## src/sv/snw_pkg.sv

```systemverilog
// Shared types and constants of the Spanish word normalizer.
// Holds the channel payloads, the queue token and the stopword table.
// No dependencies.
`default_nettype none

package snw_pkg;

    localparam int MAX_WORD_BYTES_DEFAULT = 32;
    localparam int QUEUE_DEPTH = 4;
    localparam int TOKEN_BYTES = 4;
    localparam int STOP_COUNT = 40;
    localparam int STOP_MAX_LEN = 8;

    typedef struct packed {
        logic [7:0] in_byte;
        logic       last_byte;
    } in_t;

    typedef struct packed {
        logic [7:0] out_byte;
        logic       out_valid;
        logic       out_last;
    } out_t;

    typedef struct packed {
        logic [TOKEN_BYTES-1:0][7:0] data;
        logic [2:0]                  count;
        logic                        last;
    } token_t;

    localparam logic [63:0] STOP_TEXT [STOP_COUNT] = '{
        64'("Y"), 64'("O"), 64'("EL"), 64'("LA"), 64'("LOS"), 64'("LAS"), 64'("UN"),
        64'("UNA"), 64'("UNOS"), 64'("UNAS"), 64'("A"), 64'("ANTE"), 64'("BAJO"),
        64'("CON"), 64'("CONTRA"), 64'("DE"), 64'("DESDE"), 64'("DURANTE"), 64'("EN"),
        64'("ENTRE"), 64'("HACIA"), 64'("HASTA"), 64'("MEDIANTE"), 64'("PARA"),
        64'("POR"), 64'("SEGUN"), 64'("SIN"), 64'("SOBRE"), 64'("TRAS"), 64'("QUE"),
        64'("LE"), 64'("LES"), 64'("DEL"), 64'("AL"), 64'("CUANDO"), 64'("SU"),
        64'("SUS"), 64'("COMO"), 64'("O"), 64'("MAS")
    };

    localparam logic [3:0] STOP_LEN [STOP_COUNT] = '{
        4'd1, 4'd1, 4'd2, 4'd2, 4'd3, 4'd3, 4'd2, 4'd3, 4'd4, 4'd4,
        4'd1, 4'd4, 4'd4, 4'd3, 4'd6, 4'd2, 4'd5, 4'd7, 4'd2,
        4'd5, 4'd5, 4'd5, 4'd8, 4'd4, 4'd3, 4'd5, 4'd3,
        4'd5, 4'd4, 4'd3, 4'd2, 4'd3, 4'd3, 4'd2, 4'd6, 4'd2, 4'd3,
        4'd4, 4'd1, 4'd3
    };

    // Character i of stopword k, counted from its first letter.
    function automatic logic [7:0] stop_byte(input int k, input logic [2:0] i);
        int sh;
        sh = 8 * (int'(STOP_LEN[k]) - 1 - int'(i));
        if (sh < 0) begin
            return 8'h00;
        end
        return STOP_TEXT[k][sh +: 8];
    endfunction

endpackage

`default_nettype wire

```

## src/sv/snw_front.sv

```systemverilog
// Front end of the normalizer: widens Latin-1 input, normalizes each character
// and turns each accepted byte that yields bytes or ends a word into a token.
// Depends on snw_pkg.
`default_nettype none

module snw_front
    import snw_pkg::*;
#(
    parameter int MAX_WORD_BYTES = MAX_WORD_BYTES_DEFAULT
) (
    input  wire logic   aclk,
    input  wire logic   aresetn,
    input  wire logic   cfg_valid,
    input  wire logic   cfg_data,
    input  wire logic   s_valid,
    output logic        s_ready,
    input  wire in_t    s_data,
    output logic        push_valid,
    input  wire logic   push_ready,
    output token_t      push_data
);

    localparam int PW = $clog2(MAX_WORD_BYTES + 3);
    localparam logic [7:0] LEAD_C3 = 8'hC3;
    localparam logic [7:0] DOT = 8'h2E;
    localparam logic [7:0] TILDE_SECOND = 8'h91;
    localparam logic [7:0] CLS_NONE = 8'h00;
    localparam logic [7:0] CLS_N = 8'h4E;

    typedef struct packed {
        logic [PW-1:0] pos;
        logic          pl;
        logic          pd;
        logic [1:0]    n;
        logic [7:0]    b0;
        logic [7:0]    b1;
    } feed_t;

    logic          latin1_mode_reg;
    logic [PW-1:0] pos_reg, pos_next;
    logic          pl_reg, pl_next;
    logic          pd_reg, pd_next;
    feed_t         f0, f1, f2;
    logic          wide;
    logic          accept;

    function automatic logic is_alnum(input logic [7:0] b);
        return (b >= 8'h41 && b <= 8'h5A) || (b >= 8'h61 && b <= 8'h7A) ||
               (b >= 8'h30 && b <= 8'h39);
    endfunction

    function automatic logic [7:0] second_class(input logic [7:0] b);
        logic [7:0] c;
        unique case (b)
            8'h81, 8'hA1:               c = 8'h41;
            8'h89, 8'hA9:               c = 8'h45;
            8'h8D, 8'hAD:               c = 8'h49;
            8'h93, 8'hB3:               c = 8'h4F;
            8'h9A, 8'hBA, 8'h9C, 8'hBC: c = 8'h55;
            8'h91, 8'hB1:               c = CLS_N;
            default:                    c = CLS_NONE;
        endcase
        return c;
    endfunction

    function automatic feed_t push(input feed_t f, input logic [7:0] b);
        feed_t r;
        r = f;
        if (f.n == 2'd0) begin
            r.b0 = b;
        end else begin
            r.b1 = b;
        end
        r.n = f.n + 2'd1;
        return r;
    endfunction

    function automatic feed_t feed(input logic [PW-1:0] pos, input logic pl,
                                   input logic pd, input logic [7:0] b);
        feed_t      r;
        logic       start;
        logic [7:0] cls;
        r = '{pos: pos, pl: pl, pd: pd, n: 2'd0, b0: 8'h00, b1: 8'h00};
        if (pos > PW'(MAX_WORD_BYTES + 1)) begin
            return r;
        end
        r.pos = pos + PW'(1);
        start = (pos <= PW'(MAX_WORD_BYTES));
        cls = second_class(b);
        if (pd) begin
            r.pd = 1'b0;
            if (b == LEAD_C3 || is_alnum(b)) begin
                r = push(r, DOT);
            end
        end else if (pl) begin
            r.pl = 1'b0;
            if (cls == CLS_N) begin
                r = push(r, LEAD_C3);
                r = push(r, TILDE_SECOND);
                start = 1'b0;
            end else if (cls != CLS_NONE) begin
                r = push(r, cls);
                start = 1'b0;
            end
        end
        if (start) begin
            if ((b >= 8'h41 && b <= 8'h5A) || (b >= 8'h30 && b <= 8'h39)) begin
                r = push(r, b);
            end else if (b >= 8'h61 && b <= 8'h7A) begin
                r = push(r, b - 8'h20);
            end else if (b == DOT) begin
                r.pd = 1'b1;
            end else if (b == LEAD_C3) begin
                r.pl = 1'b1;
            end
        end
        return r;
    endfunction

    assign wide = latin1_mode_reg && s_data.in_byte[7];

    always_comb begin
        f0 = feed(pos_reg, pl_reg, pd_reg, s_data.in_byte);
        f1 = feed(pos_reg, pl_reg, pd_reg, {6'b110000, s_data.in_byte[7:6]});
        f2 = feed(f1.pos, f1.pl, f1.pd, {2'b10, s_data.in_byte[5:0]});
        push_data.last = s_data.last_byte;
        push_data.data = '0;
        if (wide) begin
            push_data.count = {1'b0, f1.n} + {1'b0, f2.n};
            unique case (f1.n)
                2'd0: begin
                    push_data.data[0] = f2.b0;
                    push_data.data[1] = f2.b1;
                end
                2'd1: begin
                    push_data.data[0] = f1.b0;
                    push_data.data[1] = f2.b0;
                    push_data.data[2] = f2.b1;
                end
                default: begin
                    push_data.data[0] = f1.b0;
                    push_data.data[1] = f1.b1;
                    push_data.data[2] = f2.b0;
                    push_data.data[3] = f2.b1;
                end
            endcase
            pos_next = f2.pos;
            pl_next = f2.pl;
            pd_next = f2.pd;
        end else begin
            push_data.count = {1'b0, f0.n};
            push_data.data[0] = f0.b0;
            push_data.data[1] = f0.b1;
            pos_next = f0.pos;
            pl_next = f0.pl;
            pd_next = f0.pd;
        end
        if (s_data.last_byte) begin
            pos_next = '0;
            pl_next = 1'b0;
            pd_next = 1'b0;
        end
    end

    assign s_ready = push_ready;
    assign accept = s_valid && push_ready;
    assign push_valid = s_valid && (push_data.count != 3'd0 || s_data.last_byte);

    always_ff @(posedge aclk) begin
        if (!aresetn) begin
            latin1_mode_reg <= 1'b0;
            pos_reg <= '0;
            pl_reg <= 1'b0;
            pd_reg <= 1'b0;
        end else begin
            if (cfg_valid) begin
                latin1_mode_reg <= cfg_data;
            end
            if (accept) begin
                pos_reg <= pos_next;
                pl_reg <= pl_next;
                pd_reg <= pd_next;
            end
        end
    end

endmodule

`default_nettype wire

```

## src/sv/snw_queue.sv

```systemverilog
// Short token queue that decouples the front end from the back end.
// Depends on snw_pkg.
`default_nettype none

module snw_queue
    import snw_pkg::*;
(
    input  wire logic   aclk,
    input  wire logic   aresetn,
    input  wire logic   push_valid,
    output logic        push_ready,
    input  wire token_t push_data,
    output logic        pop_valid,
    input  wire logic   pop_ready,
    output token_t      pop_data
);

    localparam int QA = $clog2(QUEUE_DEPTH);
    localparam int QC = $clog2(QUEUE_DEPTH + 1);

    token_t         slots [QUEUE_DEPTH];
    logic [QA-1:0]  wr_ptr_reg, rd_ptr_reg;
    logic [QC-1:0]  fill_reg;
    logic           do_push, do_pop;

    assign push_ready = fill_reg != QC'(QUEUE_DEPTH);
    assign pop_valid = fill_reg != '0;
    assign pop_data = slots[rd_ptr_reg];
    assign do_push = push_valid && push_ready;
    assign do_pop = pop_valid && pop_ready;

    always_ff @(posedge aclk) begin
        if (do_push) begin
            slots[wr_ptr_reg] <= push_data;
        end
    end

    always_ff @(posedge aclk) begin
        if (!aresetn) begin
            wr_ptr_reg <= '0;
            rd_ptr_reg <= '0;
            fill_reg <= '0;
        end else begin
            if (do_push) begin
                wr_ptr_reg <= (wr_ptr_reg == QA'(QUEUE_DEPTH - 1)) ? '0 : wr_ptr_reg + QA'(1);
            end
            if (do_pop) begin
                rd_ptr_reg <= (rd_ptr_reg == QA'(QUEUE_DEPTH - 1)) ? '0 : rd_ptr_reg + QA'(1);
            end
            if (do_push && !do_pop) begin
                fill_reg <= fill_reg + QC'(1);
            end else if (do_pop && !do_push) begin
                fill_reg <= fill_reg - QC'(1);
            end
        end
    end

endmodule

`default_nettype wire

```

## src/sv/snw_back.sv

```systemverilog
// Back end of the normalizer: stores token bytes in the word buffer, tracks
// stopword matches byte by byte and emits the word or a single invalid beat.
// Depends on snw_pkg.
`default_nettype none

module snw_back
    import snw_pkg::*;
#(
    parameter int MAX_WORD_BYTES = MAX_WORD_BYTES_DEFAULT
) (
    input  wire logic   aclk,
    input  wire logic   aresetn,
    input  wire logic   pop_valid,
    output logic        pop_ready,
    input  wire token_t pop_data,
    output logic        m_valid,
    input  wire logic   m_ready,
    output out_t        m_data
);

    localparam int BUF_LEN = MAX_WORD_BYTES + 2;
    localparam int AW = $clog2(BUF_LEN);
    localparam int LW = $clog2(BUF_LEN + 1);

    localparam logic [1:0] ST_LOAD    = 2'd0;
    localparam logic [1:0] ST_DECIDE  = 2'd1;
    localparam logic [1:0] ST_EMIT    = 2'd2;
    localparam logic [1:0] ST_INVALID = 2'd3;

    logic [7:0]            word_mem [BUF_LEN];
    logic [1:0]            state_reg, state_next;
    logic [1:0]            sub_reg, sub_next;
    logic [LW-1:0]         len_reg, len_next;
    logic [AW-1:0]         rd_reg, rd_next;
    logic [STOP_COUNT-1:0] match_reg, match_next;
    logic                  m_valid_reg, m_valid_next;
    out_t                  m_data_reg;
    logic [STOP_COUNT-1:0] hit, len_eq;
    logic [7:0]            cur_byte;
    logic                  take, has_byte, tok_end, wr_en, out_free, is_stop;
    logic                  load_emit, load_invalid, final_beat;

    assign cur_byte = pop_data.data[sub_reg];
    assign has_byte = pop_data.count != 3'd0;
    assign tok_end = !has_byte || ({1'b0, sub_reg} + 3'd1 == pop_data.count);
    assign take = (state_reg == ST_LOAD) && pop_valid;
    assign wr_en = take && has_byte && (len_reg < LW'(BUF_LEN));
    assign pop_ready = take && tok_end;
    assign out_free = !m_valid_reg || m_ready;
    assign final_beat = (LW'(rd_reg) + LW'(1)) == len_reg;
    assign load_emit = (state_reg == ST_EMIT) && out_free;
    assign load_invalid = (state_reg == ST_INVALID) && out_free;

    always_comb begin
        for (int k = 0; k < STOP_COUNT; k++) begin
            hit[k] = (len_reg < LW'(STOP_LEN[k])) &&
                     (stop_byte(k, len_reg[2:0]) == cur_byte);
            len_eq[k] = len_reg == LW'(STOP_LEN[k]);
        end
        is_stop = |(match_reg & len_eq);
    end

    always_comb begin
        state_next = state_reg;
        sub_next = sub_reg;
        len_next = len_reg;
        rd_next = rd_reg;
        match_next = match_reg;
        m_valid_next = m_valid_reg;
        if (m_ready) begin
            m_valid_next = 1'b0;
        end
        unique case (state_reg)
            ST_LOAD: begin
                if (take) begin
                    if (has_byte) begin
                        match_next = match_reg & hit;
                        sub_next = tok_end ? 2'd0 : sub_reg + 2'd1;
                    end
                    if (wr_en) begin
                        len_next = len_reg + LW'(1);
                    end
                    if (tok_end && pop_data.last) begin
                        state_next = ST_DECIDE;
                    end
                end
            end
            ST_DECIDE: begin
                rd_next = '0;
                state_next = (len_reg == '0 || is_stop) ? ST_INVALID : ST_EMIT;
            end
            ST_EMIT: begin
                if (out_free) begin
                    m_valid_next = 1'b1;
                    rd_next = rd_reg + AW'(1);
                    if (final_beat) begin
                        state_next = ST_LOAD;
                        len_next = '0;
                        match_next = '1;
                    end
                end
            end
            default: begin
                if (out_free) begin
                    m_valid_next = 1'b1;
                    state_next = ST_LOAD;
                    len_next = '0;
                    match_next = '1;
                end
            end
        endcase
    end

    always_ff @(posedge aclk) begin
        if (wr_en) begin
            word_mem[len_reg[AW-1:0]] <= cur_byte;
        end
        if (load_emit) begin
            m_data_reg.out_byte <= word_mem[rd_reg];
            m_data_reg.out_valid <= 1'b1;
            m_data_reg.out_last <= final_beat;
        end else if (load_invalid) begin
            m_data_reg.out_byte <= 8'h00;
            m_data_reg.out_valid <= 1'b0;
            m_data_reg.out_last <= 1'b1;
        end
    end

    always_ff @(posedge aclk) begin
        if (!aresetn) begin
            state_reg <= ST_LOAD;
            sub_reg <= '0;
            len_reg <= '0;
            rd_reg <= '0;
            match_reg <= '1;
            m_valid_reg <= 1'b0;
        end else begin
            state_reg <= state_next;
            sub_reg <= sub_next;
            len_reg <= len_next;
            rd_reg <= rd_next;
            match_reg <= match_next;
            m_valid_reg <= m_valid_next;
        end
    end

    assign m_valid = m_valid_reg;
    assign m_data = m_data_reg;

endmodule

`default_nettype wire

```

## src/sv/spanish_word_normalizer_unit.sv

```systemverilog
// Input bytes are taken one per cycle while the four-token queue has room.
// The back end stores one normalized byte per cycle while tokens are queued,
// passes through a decision state at the end of a word, then emits one output
// beat per cycle while the output is free, registered in the emit state.
// Synchronous active-low reset clears all control state; the word buffer is
// not cleared, as only written entries are ever read.
`default_nettype none

module spanish_word_normalizer_unit
    import snw_pkg::*;
#(
    parameter int MAX_WORD_BYTES = MAX_WORD_BYTES_DEFAULT
) (
    input  wire logic aclk,
    input  wire logic aresetn,
    input  wire logic cfg_valid,
    output logic      cfg_ready,
    input  wire logic cfg_data,
    input  wire logic s_valid,
    output logic      s_ready,
    input  wire in_t  s_data,
    output logic      m_valid,
    input  wire logic m_ready,
    output out_t      m_data
);

    logic   push_valid, push_ready, pop_valid, pop_ready;
    token_t push_data, pop_data;

    assign cfg_ready = 1'b1;

    snw_front #(
        .MAX_WORD_BYTES(MAX_WORD_BYTES)
    ) u_front (
        .aclk       (aclk),
        .aresetn    (aresetn),
        .cfg_valid  (cfg_valid),
        .cfg_data   (cfg_data),
        .s_valid    (s_valid),
        .s_ready    (s_ready),
        .s_data     (s_data),
        .push_valid (push_valid),
        .push_ready (push_ready),
        .push_data  (push_data)
    );

    snw_queue u_queue (
        .aclk       (aclk),
        .aresetn    (aresetn),
        .push_valid (push_valid),
        .push_ready (push_ready),
        .push_data  (push_data),
        .pop_valid  (pop_valid),
        .pop_ready  (pop_ready),
        .pop_data   (pop_data)
    );

    snw_back #(
        .MAX_WORD_BYTES(MAX_WORD_BYTES)
    ) u_back (
        .aclk      (aclk),
        .aresetn   (aresetn),
        .pop_valid (pop_valid),
        .pop_ready (pop_ready),
        .pop_data  (pop_data),
        .m_valid   (m_valid),
        .m_ready   (m_ready),
        .m_data    (m_data)
    );

endmodule

`default_nettype wire
```

## config.mk

```make
export PLATFORM = sky130hd
export DESIGN_NAME = spanish_word_normalizer_unit
export DESIGN_NICKNAME = d
export VERILOG_FILES = /design/src/sv/snw_pkg.sv /design/src/sv/snw_front.sv /design/src/sv/snw_queue.sv /design/src/sv/snw_back.sv /design/src/sv/spanish_word_normalizer_unit.sv
export SDC_FILE = /design/constraint.sdc
export NUM_CORES = 1
export LEC_CHECK = 0
export BUFFER_PORTS_ARGS = -buffer_cell sky130_fd_sc_hd__buf_2
export CORE_MARGIN = 5
export CORE_UTILIZATION = 53
export DETAILED_ROUTE_END_ITERATION = 8
export GPL_ROUTABILITY_DRIVEN = 0
export PLACE_DENSITY = 0.74
export REMOVE_ABC_BUFFERS = 1
export SYNTH_ARGS = -nofsm -noshare
export SYNTH_HDL_FRONTEND = slang
export SYNTH_SLANG_ARGS = --single-unit
```

## constraint.sdc

```tcl
create_clock -name aclk -period 7.4 [get_ports aclk]
set_input_delay 0.74 -clock aclk [delete_from_list [all_inputs] [get_ports aclk]]
set_output_delay 0.74 -clock aclk [all_outputs]
set_load 0.01 [all_outputs]
```

==> metrics.csv <==
stage;metric;value;unit
place;DP Wirelength;33500;um
worst_hold_path;HP Class;in -> reg;
floorplanning;die height;213;um
route;vias per cell;6.57;
final_layout;Fillers;3100;
floorplanning;die width;213;um
route;Final ANT Viol Nets;0;
synth;Synth area leaders;edfxtp_1 (50%), mux4_2 (9.8%), dfxtp_1 (7.5%);
synth;Post-Syn Area per Cell;13.2;um2
synth;Netlist cell types;99;
sta;Fin. Hold Viols;0;
floorplanning;number of core rows;74;
route;DR pass1 iterations;6;
power;PD cells;419;nW/um2
sta;worst-margin pin slew;1.15;ns
sta;clock skew;0.0206;ns
outcome;outcome;finished, final reports clean;
critical_path;startpoint type of the worst setup path;flop;
synth;biggest area consumer among synthesized cells;edfxtp_1;
clock_tree;clock sink count;447;
final_layout;Area Growth Syn to Fin;8.53;%
synth;Top FF cell, synth;edfxtp_1;
clock_tree;Root Buffer;clkbuf_16;
clock_tree;CTS H-Tree Depth;2;
synth;post-synth design cell area;21800;um2
route;DR iter-0 viols;1691;
global_route;gr usage total;23.3;%
global_route;initial antenna violation count;0;
route;wire length per cell;23.9;um
sta;Slew Limit Fails;0;
floorplanning;Initial Util;53.5;%
critical_path;WS Path Type;reg -> reg;
floorplanning;num ports;28;
sta;Setup Viol. Count Final;0;
critical_path;Critical Path AT;6.61;ns
route;drt drc;0;
sta;RSZ-0062 raised after global routing;false;
final_layout;Antenna Cells;0;
synth;Synth top area share;50.2;%
synth;Gate Count Post-Synth;1660;
clock_tree;CTS max path bufs;3;
power;Leak Pwr;0.00765;uW
synth;Post-synth EDFFs;365;
synth;sequential area share after synthesis;57.7;%
sta;fmax;164;MHz
clock_tree;CTS Buf Count;45;
critical_path;CP endpoint kind;flop;
clock_tree;clock transition at the registers of the reported paths;0.06;ns
final_layout;nets;1689;
sta;Min Hold Slack;0.395;ns
clock_tree;worst-skew pair later-pin latency;0.59;ns
place;port bufs;26;
synth;#FFs+latches synth;447;
global_route;global route overflow;0;
floorplanning;DIE AREA;45300;um2
global_route;largest net degree at the start of global routing;65;
global_route;first-pass GRT wire length;82100;um
flow_run;Max-Cap Viols;0;
power;Max VDD drop;0.308;mV
sta;Tcrit/Tclk final;82.4;%
route;drt total wl;52900;um
sta;headroom to the max-slew limit;23.3;%
route;DR vias;14500;
clock_tree;Post-CTS Resized;0;
floorplanning;core area;40800;um2
clock_tree;post-CTS setup buffers;0;
critical_path;crit path max fanout;12;
global_route;number of global-route vias before repair;14200;
synth;Async SR Flop Fraction;0;%
final_layout;max reg flops;272;
synth;YS warnings;0;
sta;post-route setup TNS;0;ns
critical_path;required time of the critical path;7.91;ns
final_layout;share of post-route cells with drive strength above 1;14.5;%
clock_tree;hold_buf cts;0;
sta;minimum clock period;6.10;ns
clock_tree;CTS tree;yes;
[cell usage after synthesis (all sizes together), types with 11 or more instances]
master,instances
nand2,86
and3,11
nand2b,18
ha,32
o211ai,18
nor2b,17
xnor2,79
dfxtp,82
a211oi,23
buf,53
nand4,19
clkbuf,61
nor2,123
o22ai,15
inv,44
o21ai,67
xor2,12
nor4,19
a31oi,19
and2,13
mux4,98
nor3,34
nand3,43
a21oi,80
a22oi,14
edfxtp,365
a21o,11
mux2i,34
[area by class of cell]
class | instances | area, um2 | area share [%]
timing repair buffer | 48 | 295 | 1.25
inverter | 46 | 174 | 0.734
sequential | 447 | 12600 | 53.2
tap | 532 | 666 | 2.81
clock buffer | 68 | 1270 | 5.38
clock inverter | 16 | 186 | 0.787
multi-input combinational | 1053 | 8490 | 35.8
[through the flow]
| stage | utilization (%) | cell area [um2] | total power [uW] | setup slack, ns | cells |
|---|---|---|---|---|---|
| after floorplan | - | 21300 | 6390 | 2.21 | 1546 |
| after CTS | 58.0 | 23700 | 9900 | 1.38 | 2210 |
| after detailed placement | 54.4 | 22200 | 7610 | 1.44 | 2126 |
| after global routing | 58.0 | 23700 | 10400 | 0.803 | 2210 |
| after global placement | 54.4 | 22200 | 7490 | 1.58 | 2126 |
| final | 58.0 | 23700 | 9930 | 1.30 | 2210 |
[worst paths after layout]
path                                                  startpoint                                   end  slack (ns)  cells after the start
worst max-delay path             u_front.pos_reg[0]$_SDFFE_PN0P_      u_queue.fill_reg[2]$_SDFFE_PN0P_        1.30                     24
worst min-delay path                                    cfg_data  u_front.latin1_mode_reg$_SDFFE_PN0P_        0.40                      3
worst max register to register   u_front.pos_reg[0]$_SDFFE_PN0P_      u_queue.fill_reg[2]$_SDFFE_PN0P_        1.30                     24
worst min register to register  u_back.match_reg[3]$_SDFFE_PN1P_      u_back.match_reg[3]$_SDFFE_PN1P_        0.45                      2
[per-layer routing]
layer	part of all wire, %	global-route usage, %	vias up	wire length [um]
met3	8.2	3.79	156	4360
met5	0	0	-	0
met4	3.8	8.47	0	2000
met2	48	37.8	794	25600
met1	40	32.1	7146	20900
li1	-	-	6423	-
[worst max-delay path: stages, from the launching register on]
cell and delay, ns:
dfxtp_1 0.43, inv_1 0.12, ha_1 0.20, or2_1 0.22, a21oi_1 0.35, inv_2 0.20, ha_1 0.39, inv_1 0.11
ha_1 0.15, nor2_1 0.05, a211oi_1 0.86, o211ai_1 0.40, or2_2 0.43, inv_1 0.07, ha_1 0.15, nor3_1 0.06
o21bai_1 0.13, a221oi_1 0.08, o22ai_2 0.34, ha_1 0.25, inv_1 0.06, fa_1 0.37, xor2_1 0.18, or3_1 0.30
a21oi_1 0.14
[cell families after synthesis]
| logic type | share of synthesized area (%) |
|---|---|
| AO/OA/AOI/OAI | 11.0 |
| XOR/XNOR | 3.69 |
| adder cells (fa/ha/maj) | 1.93 |
| buffers and inverters | 3.41 |
| flip-flops | 57.7 |
| multiplexers | 12.0 |
| other | 0.0172 |
| AND/OR/NAND/NOR | 10.2 |
[where the power goes]
group	switching, uW	internal [uW]	total [uW]
combinational	2660	1420	4080
sequential	184	3390	3570
clock	970	1310	2280
[placed cells by master, fill, tap and decap left out, types with 22 or more instances in the layout]
cell type / instances
edfxtp_1: 365
nor2_1: 122
mux4_2: 95
nand2_1: 85
dfxtp_1: 80
a21oi_1: 78
xnor2_1: 78
o21ai_0: 56
clkbuf_16: 46
nand3_1: 42
inv_1: 38
nor3_1: 34
mux2i_1: 33
ha_1: 32
buf_2: 26
a211oi_1: 23
buf_4: 22
Power figures use the tool's default switching activity.
